--- src/hw/rtl/pkfi_pkg.sv ---
// Package for the plane key find-or-insert core: sizes, key type, op codes
// and the control word that the core broadcasts to its entry cells.
// No dependencies.
`default_nettype none

package pkfi_pkg;

  // Table size
  localparam int MAX_ENTRIES = 128;

  // Field widths
  localparam int HEIGHT_W = 32;
  localparam int TEX_W    = 12;
  localparam int LIGHT_W  = 8;
  localparam int OUT_IDX_W = 7;

  // Match encoder: groups of cells, first hit per group, then first group
  localparam int GRP_SIZE   = 16;
  localparam int GRP_W      = 4;
  localparam int NUM_GRP    = (MAX_ENTRIES + GRP_SIZE - 1) / GRP_SIZE;
  localparam int GRP_IDX_W  = (NUM_GRP > 1) ? $clog2(NUM_GRP) : 1;
  localparam int PAD_W      = NUM_GRP * GRP_SIZE;
  localparam int FULL_IDX_W = GRP_IDX_W + GRP_W;

  // Fill count holds 0 .. MAX_ENTRIES
  localparam int CNT_W = $clog2(MAX_ENTRIES + 1);

  // Common width to build the reported index from
  localparam int WIDE_A = (CNT_W > FULL_IDX_W) ? CNT_W : FULL_IDX_W;
  localparam int WIDE_W = (WIDE_A > OUT_IDX_W) ? WIDE_A : OUT_IDX_W;

  // Op codes
  localparam logic OP_FIND  = 1'b0;
  localparam logic OP_CLEAR = 1'b1;

  typedef struct packed {
    logic [HEIGHT_W-1:0] height;
    logic [TEX_W-1:0]    tex;
    logic [LIGHT_W-1:0]  light;
  } key_t;

  // Broadcast to every cell in the commit cycle
  typedef struct packed {
    logic clear;
    logic insert;
  } cell_ctl_t;

endpackage

`default_nettype wire

--- src/hw/rtl/pkfi_cell.sv ---
// One entry cell: stored key, occupancy bit and registered key compare.
// Occupancy is handed down the row so the first free cell takes an insert.
// Uses pkfi_pkg.
`default_nettype none

module pkfi_cell (
  input  logic                clk,
  input  logic                rst_n,
  input  pkfi_pkg::cell_ctl_t ctl_i,
  input  pkfi_pkg::key_t      key_i,
  input  logic                prev_occ_i,
  output logic                occ_o,
  output logic                match_o
);

  logic           occ_r;
  logic           match_r;
  pkfi_pkg::key_t key_r;
  logic           take;

  // First free cell: neighbor above is occupied, this one is not
  assign take = ctl_i.insert && prev_occ_i && !occ_r;

  // Hold occupancy; drop it on clear
  always_ff @(posedge clk) begin
    if (!rst_n) begin
      occ_r <= 1'b0;
    end else if (ctl_i.clear) begin
      occ_r <= 1'b0;
    end else if (take) begin
      occ_r <= 1'b1;
    end
  end

  // Load key on insert; compare against the broadcast key every cycle
  always_ff @(posedge clk) begin
    if (take) begin
      key_r <= key_i;
    end
    match_r <= occ_r && (key_r == key_i);
  end

  assign occ_o   = occ_r;
  assign match_o = match_r;

endmodule

`default_nettype wire

--- config.mk ---
export PLATFORM = sky130hd
export DESIGN_NAME = pkfi_cell
export DESIGN_NICKNAME = d
export VERILOG_FILES = /design/src/hw/rtl/pkfi_pkg.sv /design/src/hw/rtl/pkfi_cell.sv
export SDC_FILE = /design/constraint.sdc
export NUM_CORES = 1
export LEC_CHECK = 0
export ABC_AREA = 0
export BUFFER_PORTS_ARGS = -buffer_cell sky130_fd_sc_hd__buf_4
export CORE_MARGIN = 4
export CORE_UTILIZATION = 35
export CTS_BUF_LIST = sky130_fd_sc_hd__clkbuf_16
export DETAILED_ROUTE_END_ITERATION = 7
export GPL_ROUTABILITY_DRIVEN = 0
export PLACE_DENSITY = 0.67
export SETUP_SLACK_MARGIN = 0.15
export SLEW_MARGIN = 20
export SYNTH_ARGS = -nofsm -noshare
export SYNTH_HDL_FRONTEND = slang
export SYNTH_SLANG_ARGS = --single-unit
--- constraint.sdc ---
create_clock -name clk -period 6.65 [get_ports clk]
set_clock_uncertainty 0.2 [all_clocks]
set_input_delay 0.3325 -clock clk [delete_from_list [all_inputs] [get_ports clk]]
set_output_delay 0.3325 -clock clk [all_outputs]
set_load 0.005 [all_outputs]
==> impl_metrics.yaml <==
job:
  drv_cap: 0
timing:
  hold_viol_final: 0
  worstMarginPinSlew_ns: 0.6603
  min_period_over_period_pct: 25.42
  maxSlewViolCount: 0
  rsz0062_at_grt: "false"
  max-slew-margin-rel_pct: 55.98
  tns_ns: 0
  setup_viol: 0
  fmax_mhz: 591.5
  fin_crit_ns: 1.691
floorplanning:
  rows: 28
  initial_core_util_pct: 36.63
  core_sq_um: 5991
  die_x_um: 87.19
  pin_count: 59
  die_area_sq_um: 7601
  fp.dieH_um: 87.19
global_route:
  grtUsageMet1_pct: 13.63
  gr-usage-met2_pct: 16.98
  grt_use_total_pct: 10.48
  grt_max_degree: 53
  grt_pass1_wl_mm: 6.023
  antenna_found_initial: 0
  busiest_layer: "met2"
  grt_overflow_total: 0
  grt_pass1_vias: 1227
  use_met3_pct: 3.500
synthesis:
  yosysTopAreaCell: "edfxtp_1"
  yosys_register_bits: 54
  synthXorXnorAreaFrac_pct: 20.75
  mappedNetlistNets: 185
  avgSynthCellArea_sq_um: 17.15
  synth-compound-area-share_pct: 0.2281
  postSynthCellCount: 128
  synth_top_area_share_pct: 71.15
  syn_area_sq_um: 2195
  synthTopCellsByArea: "edfxtp_1 (71%), xor2_1 (20%), nor4_1 (3.1%)"
  yosysSeqAreaShare_pct: 72.98
  muxShareOfSynthArea_pct: 0
  yosys.area_share.simple_pct: 6.043
  synth_cell_types: 13
  yosysWarnings: 0
  synth_top_family_by_area: "XOR/XNOR gates"
  synthAdderAreaFrac_pct: 0
worst_setup_path:
  cp-end-kind: "flip-flop"
  cp.required_ns: 6.65
  start_kind: "flip-flop"
  crit_type: "reg2reg"
  arrival_ns: 1.69
  crit_fanout: 1
route:
  finalWirelength_mm: 3.690
  ant_nets: 0
  firstDrtPassIters: 4
  wl_per_cell_um: 13.62
  first_iter_violations: 25
  routed_via_density: 4.387
  drc: 0
  vias: 1189
pwr:
  powerDensity_nw_per_um2: 245.9
  power_leakage_nw: 1.091
  p_int_mw: 0.5653
  seqPwrFrac_pct: 55.6
  switching_share_pct: 20.56
  switchingPower_mw: 0.1463
  p_total_mw: 0.7116
  clkPwrFrac_pct: 35.6
  max-vdd-ir-drop_mv: 0.1103
  combinationalPowerShare_pct: 8.8
min_path:
  hp-class: "in2reg"
cts:
  cts_buffer_depth: 2
  clk_pin_slew_ns: 0.07
  clk_root_buffer_cell: "clkbuf_16"
  cts_sinks: 54
  tritoncts: "yes"
  cts.htree.levels: 2
  post_cts_resize_count: 0
  clk_latency_ns: 0.28
  cts_made_buffers: 5
placement:
  post-dp-hpwl_mm: 2.835
  port_buffers: 58
cells_and_area:
  final_net_count: 252
  fillers: 544
  area_growth_pct: 31.87
  antennaDiodeCount: 0
  drive_above_1_share_pct: 34.69
outcome:
  outcome: "finished clean"
[cell usage after synthesis]
cell,number
nor4_1,11
nand4_1,4
edfxtp_1,52
nor4_2,1
a21oi_1,1
nor2_1,1
nor3b_1,1
xnor2_1,3
nand2_1,1
or3_1,1
nor3_1,1
dfxtp_1,2
xor2_1,49
[sequential cells by signal (all words and copies together), names as in the netlist]
register,cells
key_r,52
match_o,1
occ_o,1
[timing repair]
action	4_1_cts	5_1_grt
hold endpoints to repair	1	0
buffers inserted	0	0
hold buffers	1	0
setup endpoints to repair	0	0
[final timing paths]
check	slack [ns]	from	depth (start not counted)	to
setup / recovery	4.96	key_r[43]	4	match_o
hold / removal	0.04	key_i[42]	1	key_r[42]
setup reg to reg	4.96	key_r[43]	4	match_o
hold reg to reg	0.38	occ_o	2	occ_o
[cell families after synthesis]
group,after synthesis
xor gates and xnor gates,52
and+or+nand+nor,21
DFF,54
AOI/OAI and AO/OA,1
[worst max-delay path, cell delays in order, from the launching register on]
cell and delay [ns]:
edfxtp_1 0.38, xor2_1 0.15, nor4_1 0.41, nand4_1 0.20
nor4_2 0.26
[power by group through the flow]
stage	clock network, mW	registers [mW]	logic (mW)
CTS	0.265	0.396	0.0645
global placement	0	0.403	0.0626
global route	0.280	0.397	0.0702
floorplan	0	0.403	0.0248
finish	0.253	0.396	0.0628
detailed placement	0	0.404	0.0638
[metal layers]
metal | part of all wire (%) | up-vias
met2 | 50 | 29
met1 | 44 | 549
li1 | - | 609
met4 | 0.33 | 0
met3 | 5.9 | 2
met5 | 0 | -
[placed cells by master (no fill, tap or decap)]
cell / instances
dlygate4sd3_1: 1
xor2_1: 49
nor4_1: 11
nand4_1: 4
clkbuf_16: 5
or3_1: 1
nor3_1: 1
nor3b_1: 1
nor2_4: 1
dfxtp_1: 2
a21oi_1: 1
inv_6: 1
nor4_2: 1
xnor2_1: 3
edfxtp_1: 52
nand2_1: 1
clkinvlp_4: 1
buf_4: 59
clkinv_1: 1
[per-stage QoR]
step	hold slack, ns	std cells	utilization (%)	worst slack, ns	area, sq um
2_1_floorplan	0.2086	128	-	3.408	2195
3_3_place_gp	0.2959	262	45.72	4.849	2739
3_5_place_dp	0.2989	262	45.72	4.855	2739
4_1_cts	0.02853	271	48.31	4.927	2894
5_1_grt	0.02043	271	48.31	4.833	2894
6_report	0.03516	271	48.31	4.959	2894
[final cells by class]
cell class | instances | area (sq um) | share of cell area (%)
Clock inverter | 3 | 20.02 | 0.6917
Multi-Input combinational cell | 74 | 600.6 | 20.75
Clock buffer | 5 | 125.1 | 4.323
Timing Repair Buffer | 60 | 452.9 | 15.65
Sequential cell | 54 | 1602 | 55.34
Tap cell | 75 | 93.84 | 3.243
(Power assumes the default switching activity.)
