`src/hw/rtl/pkfi_pkg.sv`:
```
// Package for the plane key find-or-insert core: sizes, key type, op codes
// and the control word that the core broadcasts to its entry cells.
// No dependencies.
`default_nettype none

package pkfi_pkg;

  // Table size
  localparam int MAX_ENTRIES = 128;

  // Field widths
  localparam int HEIGHT_W = 32;
  localparam int TEX_W    = 12;
  localparam int LIGHT_W  = 8;
  localparam int OUT_IDX_W = 7;

  // Match encoder: groups of cells, first hit per group, then first group
  localparam int GRP_SIZE   = 16;
  localparam int GRP_W      = 4;
  localparam int NUM_GRP    = (MAX_ENTRIES + GRP_SIZE - 1) / GRP_SIZE;
  localparam int GRP_IDX_W  = (NUM_GRP > 1) ? $clog2(NUM_GRP) : 1;
  localparam int PAD_W      = NUM_GRP * GRP_SIZE;
  localparam int FULL_IDX_W = GRP_IDX_W + GRP_W;

  // Fill count holds 0 .. MAX_ENTRIES
  localparam int CNT_W = $clog2(MAX_ENTRIES + 1);

  // Common width to build the reported index from
  localparam int WIDE_A = (CNT_W > FULL_IDX_W) ? CNT_W : FULL_IDX_W;
  localparam int WIDE_W = (WIDE_A > OUT_IDX_W) ? WIDE_A : OUT_IDX_W;

  // Op codes
  localparam logic OP_FIND  = 1'b0;
  localparam logic OP_CLEAR = 1'b1;

  typedef struct packed {
    logic [HEIGHT_W-1:0] height;
    logic [TEX_W-1:0]    tex;
    logic [LIGHT_W-1:0]  light;
  } key_t;

  // Broadcast to every cell in the commit cycle
  typedef struct packed {
    logic clear;
    logic insert;
  } cell_ctl_t;

endpackage

`default_nettype wire

```
`src/hw/rtl/pkfi_match_enc.sv`:
```
// First-match encoder over the cell row: registered first hit per group of
// cells, then first hitting group. Uses pkfi_pkg.
`default_nettype none

module pkfi_match_enc (
  input  logic                                clk,
  input  logic [pkfi_pkg::MAX_ENTRIES-1:0]    match_i,
  output logic                                hit_o,
  output logic [pkfi_pkg::FULL_IDX_W-1:0]     idx_o
);

  logic [pkfi_pkg::PAD_W-1:0]   pad;
  logic [pkfi_pkg::NUM_GRP-1:0] grp_hit_r;
  logic [pkfi_pkg::GRP_W-1:0]   grp_off_r [pkfi_pkg::NUM_GRP];

  // Pad the match row to whole groups
  always_comb begin
    pad = '0;
    pad[pkfi_pkg::MAX_ENTRIES-1:0] = match_i;
  end

  // First hit inside each group, registered
  for (genvar g = 0; g < pkfi_pkg::NUM_GRP; g++) begin : g_grp
    logic [pkfi_pkg::GRP_SIZE-1:0] bits;
    logic [pkfi_pkg::GRP_W-1:0]    off;

    assign bits = pad[g*pkfi_pkg::GRP_SIZE +: pkfi_pkg::GRP_SIZE];

    always_comb begin
      off = '0;
      for (int b = pkfi_pkg::GRP_SIZE - 1; b >= 0; b--) begin
        if (bits[b]) begin
          off = pkfi_pkg::GRP_W'(b);
        end
      end
    end

    always_ff @(posedge clk) begin
      grp_hit_r[g] <= |bits;
      grp_off_r[g] <= off;
    end
  end

  // Pick the lowest hitting group
  always_comb begin
    logic [pkfi_pkg::GRP_IDX_W-1:0] sel;
    logic [pkfi_pkg::GRP_W-1:0]     off;
    sel   = '0;
    off   = '0;
    hit_o = 1'b0;
    for (int g = pkfi_pkg::NUM_GRP - 1; g >= 0; g--) begin
      if (grp_hit_r[g]) begin
        hit_o = 1'b1;
        sel   = pkfi_pkg::GRP_IDX_W'(g);
        off   = grp_off_r[g];
      end
    end
    idx_o = {sel, off};
  end

endmodule

`default_nettype wire
```
`config.mk`:
```
export PLATFORM = sky130hd
export DESIGN_NAME = pkfi_match_enc
export DESIGN_NICKNAME = d
export VERILOG_FILES = /design/src/hw/rtl/pkfi_pkg.sv /design/src/hw/rtl/pkfi_match_enc.sv
export SDC_FILE = /design/constraint.sdc
export NUM_CORES = 1
export LEC_CHECK = 0
export ABC_AREA = 1
export BUFFER_PORTS_ARGS = -buffer_cell sky130_fd_sc_hd__buf_2
export CAP_MARGIN = 20
export CORE_MARGIN = 5
export CORE_UTILIZATION = 48
export CTS_BUF_LIST = sky130_fd_sc_hd__clkbuf_2 sky130_fd_sc_hd__clkbuf_4 sky130_fd_sc_hd__clkbuf_8
export CTS_CLUSTER_DIAMETER = 80
export DETAILED_ROUTE_END_ITERATION = 10
export PLACE_DENSITY = 0.86
export SYNTH_ARGS = -nofsm -noshare
export SYNTH_HDL_FRONTEND = slang
export SYNTH_SLANG_ARGS = --single-unit
export TNS_END_PERCENT = 20
```
`constraint.sdc`:
```
create_clock -name clk -period 1.55 [get_ports clk]
set_input_delay 0.155 -clock clk [delete_from_list [all_inputs] [get_ports clk]]
set_output_delay 0.155 -clock clk [all_outputs]
set_load 0.01 [all_outputs]
```
==> results.cfg, run 1 <==
[timing]
finalSetupTns_ns = -0.944
setup_ws_ns = -0.227
holdWs_ns = 0.0292
drv_slew = 0
rsz0062_at_grt = true
fmaxAchievable_mhz = 563
finalCritPeriodShare_pct = 115
setup_violations = 6
tightest_slew_ns = 0.416
hold_viol_final = 0
final.min_clock_period_ns = 1.78
slew_headroom_pct = 72.0

[synthesis]
synth.yosys.warnings = 0
yosysTopAreaCellShare_pct = 28.8
yosysTopAreaCell = dfxtp_1
ys_seq_elements = 40
netlist_area_um2 = 2780
ys_types = 18
syn_inst = 502
ys_seq_area_share_pct = 28.8
synthTopCellsByArea = dfxtp_1 (29%), nand2_1 (18%), inv_1 (15%)
syn_nets = 631
avgSynthCellArea_um2 = 5.53

[worst_setup_path]
path_cells = nor2_4 > nand2_1 > nand2_1 > o21ai_1 > nand2_1 > o21ai_1 > o211ai_1 > o21ai_1 > o21ai_1 > buf_2
crit_slowest_cell = dfxtp_4
crit_arrival_ns = 1.62
slowest_delay_ns = 0.36
cp_common_cell = o21ai_1
critical_path_class = register to output pin
path_max_fanout = 5
cp-start-kind = register
cp.required_ns = 1.39
worst_setup_path_end_kind = output pin

[run_status]
violations = setup timing
outcome = complete, but fails checks

[grt]
grt_pass1_wl_um = 11500
grt.total_usage_pct = 18.4
overflow = 0
grt_pass1_vias = 3119
grt_start_max_net_pins = 12
antenna_found_initial = 0

[die]
dieArea_um2 = 7410
die_h_um = 86.1
chipWidth_um = 86.1
rows = 27
io_pins = 137
start_util_pct = 49.8
core_um2 = 5570

[worst_hold_path]
hp-start = match_i[48]
whs_endpoint = grp_off_r[0][12]$_SDFF_PP0_
holdCritPathClass = input port to register
hold_depth = 2

[job]
cap_violations = 0

[finish]
fill_cells = 547
drive_gt1_share_pct = 27.6
final_cell_area_um2 = 3670
utilization_pct = 65.9
nets = 778
layout-area-overhead-vs-synth_pct = 32.3
antenna_cells = 0

[clocking]
tritoncts = built
cts_sinks = 40
hold_buffers = 0
ctsLongestPathBuffers = 2
clkTransAtPathRegs_ns = 0.07
cts_buffers = 5
root_buffer = clkbuf_8
cts_max_level = 2

[drt]
drtPass1Iterations = 4
drt_wl_total_um = 6800
drc = 0
routedWlPerCell_um = 9.44
vias = 3315
vias_per_cell = 4.60
final_antenna_net_count = 0
drt_iter0_markers = 83

[pwr]
peakVddDrop_v = 0.000337
power.total_w = 0.00218
powerDensity_nw_per_um2 = 593
leakage_nw = 2.13

[placed_design]
dp_hpwl_um = 6090
placed_area_um2 = 3550
io_buffers = 136
gp_congestion = 0.944
synth_stat cells, drive strengths merged:
cell type	instances
dfxtp	40
inv	134
clkbuf	1
a21oi	33
nand2	136
nor4	8
clkinvlp	1
nand3	37
o21ai	15
o311ai	9
a22oi	1
o211ai	3
nor2	57
nor3	18
or2	9
cell usage in the layout (no fill, tap or decap):
master      count
dfxtp_1        37
a21oi_1        33
dfxtp_2         2
nor2_2          1
buf_4           5
a22oi_1         1
nor2_4          1
nor2_1         55
o311ai_1        9
clkbuf_8        5
clkbuf_4        1
o21ai_2         1
buf_2         136
o21ai_1        14
inv_1         110
nor4_1          8
or2_1           9
nor3_1         18
inv_2          24
clkinvlp_2      1
nand2_1       136
o211ai_1        3
clkinv_2        1
nand3_1        37
dfxtp_4         1
timing repair:
item | in CTS | in global routing
buffers inserted | 2 | 2
endpoints found under the setup margin | 5 | 7
pin swaps | 1 | 2
resized for setup | 3 | 3
gates cloned | 0 | 0
how the worst max path moves through the flow:
stage	start	end	slack (ns)
final	grp_hit_r[6]$_DFF_P_	idx_o[2]	-0.23
after global placement	grp_hit_r[6]$_DFF_P_	idx_o[2]	0.12
after detailed placement	grp_hit_r[6]$_DFF_P_	idx_o[2]	0.08
after floorplan	grp_hit_r[6]$_DFF_P_	idx_o[0]	0.24
after global routing	grp_hit_r[6]$_DFF_P_	idx_o[0]	-0.40
after CTS	grp_hit_r[7]$_DFF_P_	idx_o[2]	-0.23
per-layer routing:
layer  share of wire [%]  routed length (µm)  global-route usage (%)  up-vias
met2                  49                3360                    35.0       93
met1                  41                2760                    19.8     1375
met3                 9.0                 610                    5.28       12
met4                 1.1                  75                    4.17        0
li1                    -                   -                       -     1835
met5                   0                   0                       0        -
kinds of logic (layout without fill, tap and decap cells):
family          count (synthesis)  after routing  share of synthesized area (%)
buf+inv                       136            283                           18.4
flops                          40             40                           28.8
compound gates                 61             61                           12.6
simple gates                  265            265                           40.2
flip-flops by register name (all words and copies together) (netlist names):
signal / count
grp_hit_r: 8
grp_off_r: 32
per-stage QoR:
| stage | setup slack [ns] | cells |
|---|---|---|
| after global placement | 0.125 | 710 |
| after floorplan | 0.242 | 502 |
| after detailed placement | 0.0807 | 710 |
| after global routing | -0.396 | 721 |
| final | -0.227 | 721 |
| after CTS | -0.225 | 719 |
power breakdown:
group          switching, W  total (W)  internal, W
logic              0.000257   0.000486     0.000229
registers         0.0000120    0.00107      0.00106
clock network      0.000299   0.000622     0.000323
worst max-delay path: cells and delay by family (launching register included):
kind / cells / cell delay (ns)
simple gates: 4 / 0.34
compound gates: 5 / 0.50
buf+inv: 1 / 0.15
flops: 1 / 0.36
area by class of cell:
| type | count | area, µm² | share of cell area [%] |
|---|---|---|---|
| clock inverters | 1 | 5.00 | 0.136 |
| clock buffers | 6 | 76.3 | 2.08 |
| well taps | 72 | 90.1 | 2.45 |
| flip-flops and latches | 40 | 807 | 22.0 |
| repair buffers | 141 | 718 | 19.6 |
| multi-input cells | 326 | 1470 | 40.0 |
| inverters | 135 | 508 | 13.8 |
Power figures use the tool's default switching activity.
==> inputs of run 2 (changes only) <==
--- a/config.mk
+++ b/config.mk
@@ -5,11 +5,10 @@
 export SDC_FILE = /design/constraint.sdc
 export NUM_CORES = 1
 export LEC_CHECK = 0
-export ABC_AREA = 1
 export BUFFER_PORTS_ARGS = -buffer_cell sky130_fd_sc_hd__buf_2
 export CAP_MARGIN = 20
 export CORE_MARGIN = 5
-export CORE_UTILIZATION = 48
+export CORE_UTILIZATION = 46
 export CTS_BUF_LIST = sky130_fd_sc_hd__clkbuf_2 sky130_fd_sc_hd__clkbuf_4 sky130_fd_sc_hd__clkbuf_8
 export CTS_CLUSTER_DIAMETER = 80
 export DETAILED_ROUTE_END_ITERATION = 10
==> run 2 against run 1 <==
Net effect:
- the flow still finishes with violations (setup timing)
- design area down 10%
- sequential share of layout area grew 2.3 points
- synthesized area decreased by 14%
- clock power increased by 36%
- non-clock buffer count is 2 lower
- cell count fell by 21%
- utilization decreased by 0.77 points
- synthesized cell count shrank 30%
- hold slack gained 0.041 ns
- critical path depth shrank 5
- critical endpoint is now idx_o[0]
==> results.cfg, run 2 <==
[run_status]
outcome = complete, but fails checks
violations = setup timing

[synthesis]
avgSynthCellArea_um2 = 6.83
yosysTopAreaCellShare_pct = 33.4
synthTopCellsByArea = dfxtp_1 (33%), nor2_1 (11%), nand2_1 (5.5%)
synthTopCellsByCount = nor2_1 (70), dfxtp_1 (40), nand2_1 (35), inv_1 (28)
synth_edf_count = 0
yosysMostFrequentCell = nor2_1
synth.yosys.warnings = 0
ys_seq_elements = 40
syn_inst = 351
synthFlopType = dfxtp_1
ys_seq_area_share_pct = 33.4
async_reset_ff_share_pct = 0
yosysTopAreaCell = dfxtp_1
syn_nets = 480
ys_types = 28
netlist_area_um2 = 2400

[timing]
drv_slew = 0
hold_viol_final = 0
setup_violations = 6
finalCritPeriodShare_pct = 123
tightest_slew_ns = 0.554
fmaxAchievable_mhz = 527
finalSetupTns_ns = -1.17
rsz0062_at_grt = true
final.min_clock_period_ns = 1.90
setup_ws_ns = -0.349
slew_headroom_pct = 62.7

[worst_setup_path]
cp-start-kind = register
critical_path_class = register to output pin
crit_arrival_ns = 1.74
crit_slowest_cell = or4_1
path_max_fanout = 4
cp.required_ns = 1.39
worst_setup_path_end_kind = output pin
slowest_delay_ns = 0.48
path_cells = or2b_2 > o22ai_1 > or4_1 > a31oi_1 > buf_2

[die]
core_um2 = 5070
chipWidth_um = 82.2
io_pins = 137
rows = 26
dieArea_um2 = 6760
die_h_um = 82.2
start_util_pct = 47.2

[pwr]
leakage_nw = 1.58
p_seq_share_pct = 45.5
p_clk_share_pct = 35.7
power_frac_comb_pct = 18.8
peakVddDrop_v = 0.000506
switching_share_pct = 25.7
power.internal_w = 0.00176
power.switching_w = 0.000608
powerDensity_nw_per_um2 = 716

[grt]
grt.total_usage_pct = 19.4
grt_start_max_net_pins = 15
grt_pass1_vias = 2739
grt_pass1_wl_um = 10600
antenna_found_initial = 0
overflow = 0

[drt]
drtPass1Iterations = 6
drt_iter0_markers = 139
drt_wl_total_um = 6850
vias = 3026
drc = 0
final_antenna_net_count = 0
routedWlPerCell_um = 12.1
vias_per_cell = 5.35

[clocking]
root_buffer = clkbuf_8
cts_sinks = 40
hold_buffers = 0
clkTransAtPathRegs_ns = 0.08
cts_max_level = 2
tritoncts = built
cts_buffers = 5
ctsLongestPathBuffers = 2

[finish]
drive_gt1_share_pct = 31.0
final_cell_area_um2 = 3310
fill_cells = 459
final_common_cell = buf_2
multiInputGateArea_um2 = 1490
layout-area-overhead-vs-synth_pct = 37.9
nets = 624
regArea_um2 = 803
antenna_cells = 0
biggestRegsByFlops = grp_off_r: 32 flops, grp_hit_r: 8 flops
regMostFlops = grp_off_r
largest_reg_flops = 32
final_cells = 566
layout_common_cells = buf_2 (136), nor2_1 (70), dfxtp_1 (38), nand2_1 (35), inv_1 (28)

[placed_design]
post-place-ws_ns = -0.0218
placed_area_um2 = 3180
dp_hpwl_um = 5890
gp_congestion = 0.832
placed_cells = 558
io_buffers = 136

[job]
cap_violations = 0

[worst_hold_path]
holdCritPathClass = input port to register
==> run 2: changes by cell type after synthesis, moves of 23 or more <==
cell     change
inv_1       -83
inv_2       -23
nand2_1    -101
nand3_1     -26
o21ai_0     +24
==> run 2: timing repair <==
item	in CTS	in global routing
resized for setup	3	1
setup endpoints to repair	7	7
pin swaps	4	0
buffers inserted	0	0
==> run 2: power groups by stage <==
stage               Combinational [W]  Clock [W]  Sequential, W
finish                       0.000445   0.000844        0.00108
global route                 0.000500   0.000913        0.00108
CTS                          0.000442   0.000861        0.00108
detailed placement           0.000440          0        0.00110
global placement             0.000425          0        0.00110
floorplan                    0.000176          0        0.00109
==> run 2: worst paths after layout <==
path                             start                          to  depth (start not counted)
setup / recovery  grp_hit_r[5]$_DFF_P_                    idx_o[0]                          5
hold / removal              match_i[0]  grp_off_r[0][0]$_SDFF_PP0_                          2
==> run 2: through the flow <==
| stage | hold WS (ns) | power (W) | util, % |
|---|---|---|---|
| finish | 0.0698 | 0.00237 | 65.1 |
| global route | 0.0737 | 0.00249 | 65.1 |
| CTS | 0.0640 | 0.00238 | 65.0 |
| detailed placement | 0.380 | 0.00154 | 62.6 |
| global placement | 0.376 | 0.00152 | 62.6 |
| floorplan | 0.249 | 0.00127 | - |
==> run 2: per-layer routing <==
metal  track usage, %  vias up  wire length (µm)
li1                 -     1572                 -
met2             35.0      107              3380
met3             3.47       16               522
met5                0        -                 0
met1             23.1     1331              2860
met4             5.81        0                85
==> run 2: cells by family after synthesis <==
| family | count (synthesis) | synth area share, % |
|---|---|---|
| AO/OA/AOI/OAI | 100 | 25.8 |
| buffers and inverters | 30 | 4.91 |
| flip-flops | 40 | 33.4 |
| AND/OR/NAND/NOR | 181 | 35.9 |
==> run 2: critical path: cells and delay by family, from the launching register on <==
kind,cells,cell delay (ns)
flops,1,0.33
compound gates,2,0.29
simple gates,2,0.68
buf+inv,1,0.17
==> run 2: area by class of cell <==
cell class	instances	area share, %
Sequential cell	40	24.3
Clock inverter	3	1.44
Multi-Input combinational cell	281	45.1
Inverter	28	3.18
Timing Repair Buffer	139	21.3
Tap cell	70	2.65
Clock buffer	5	2.08
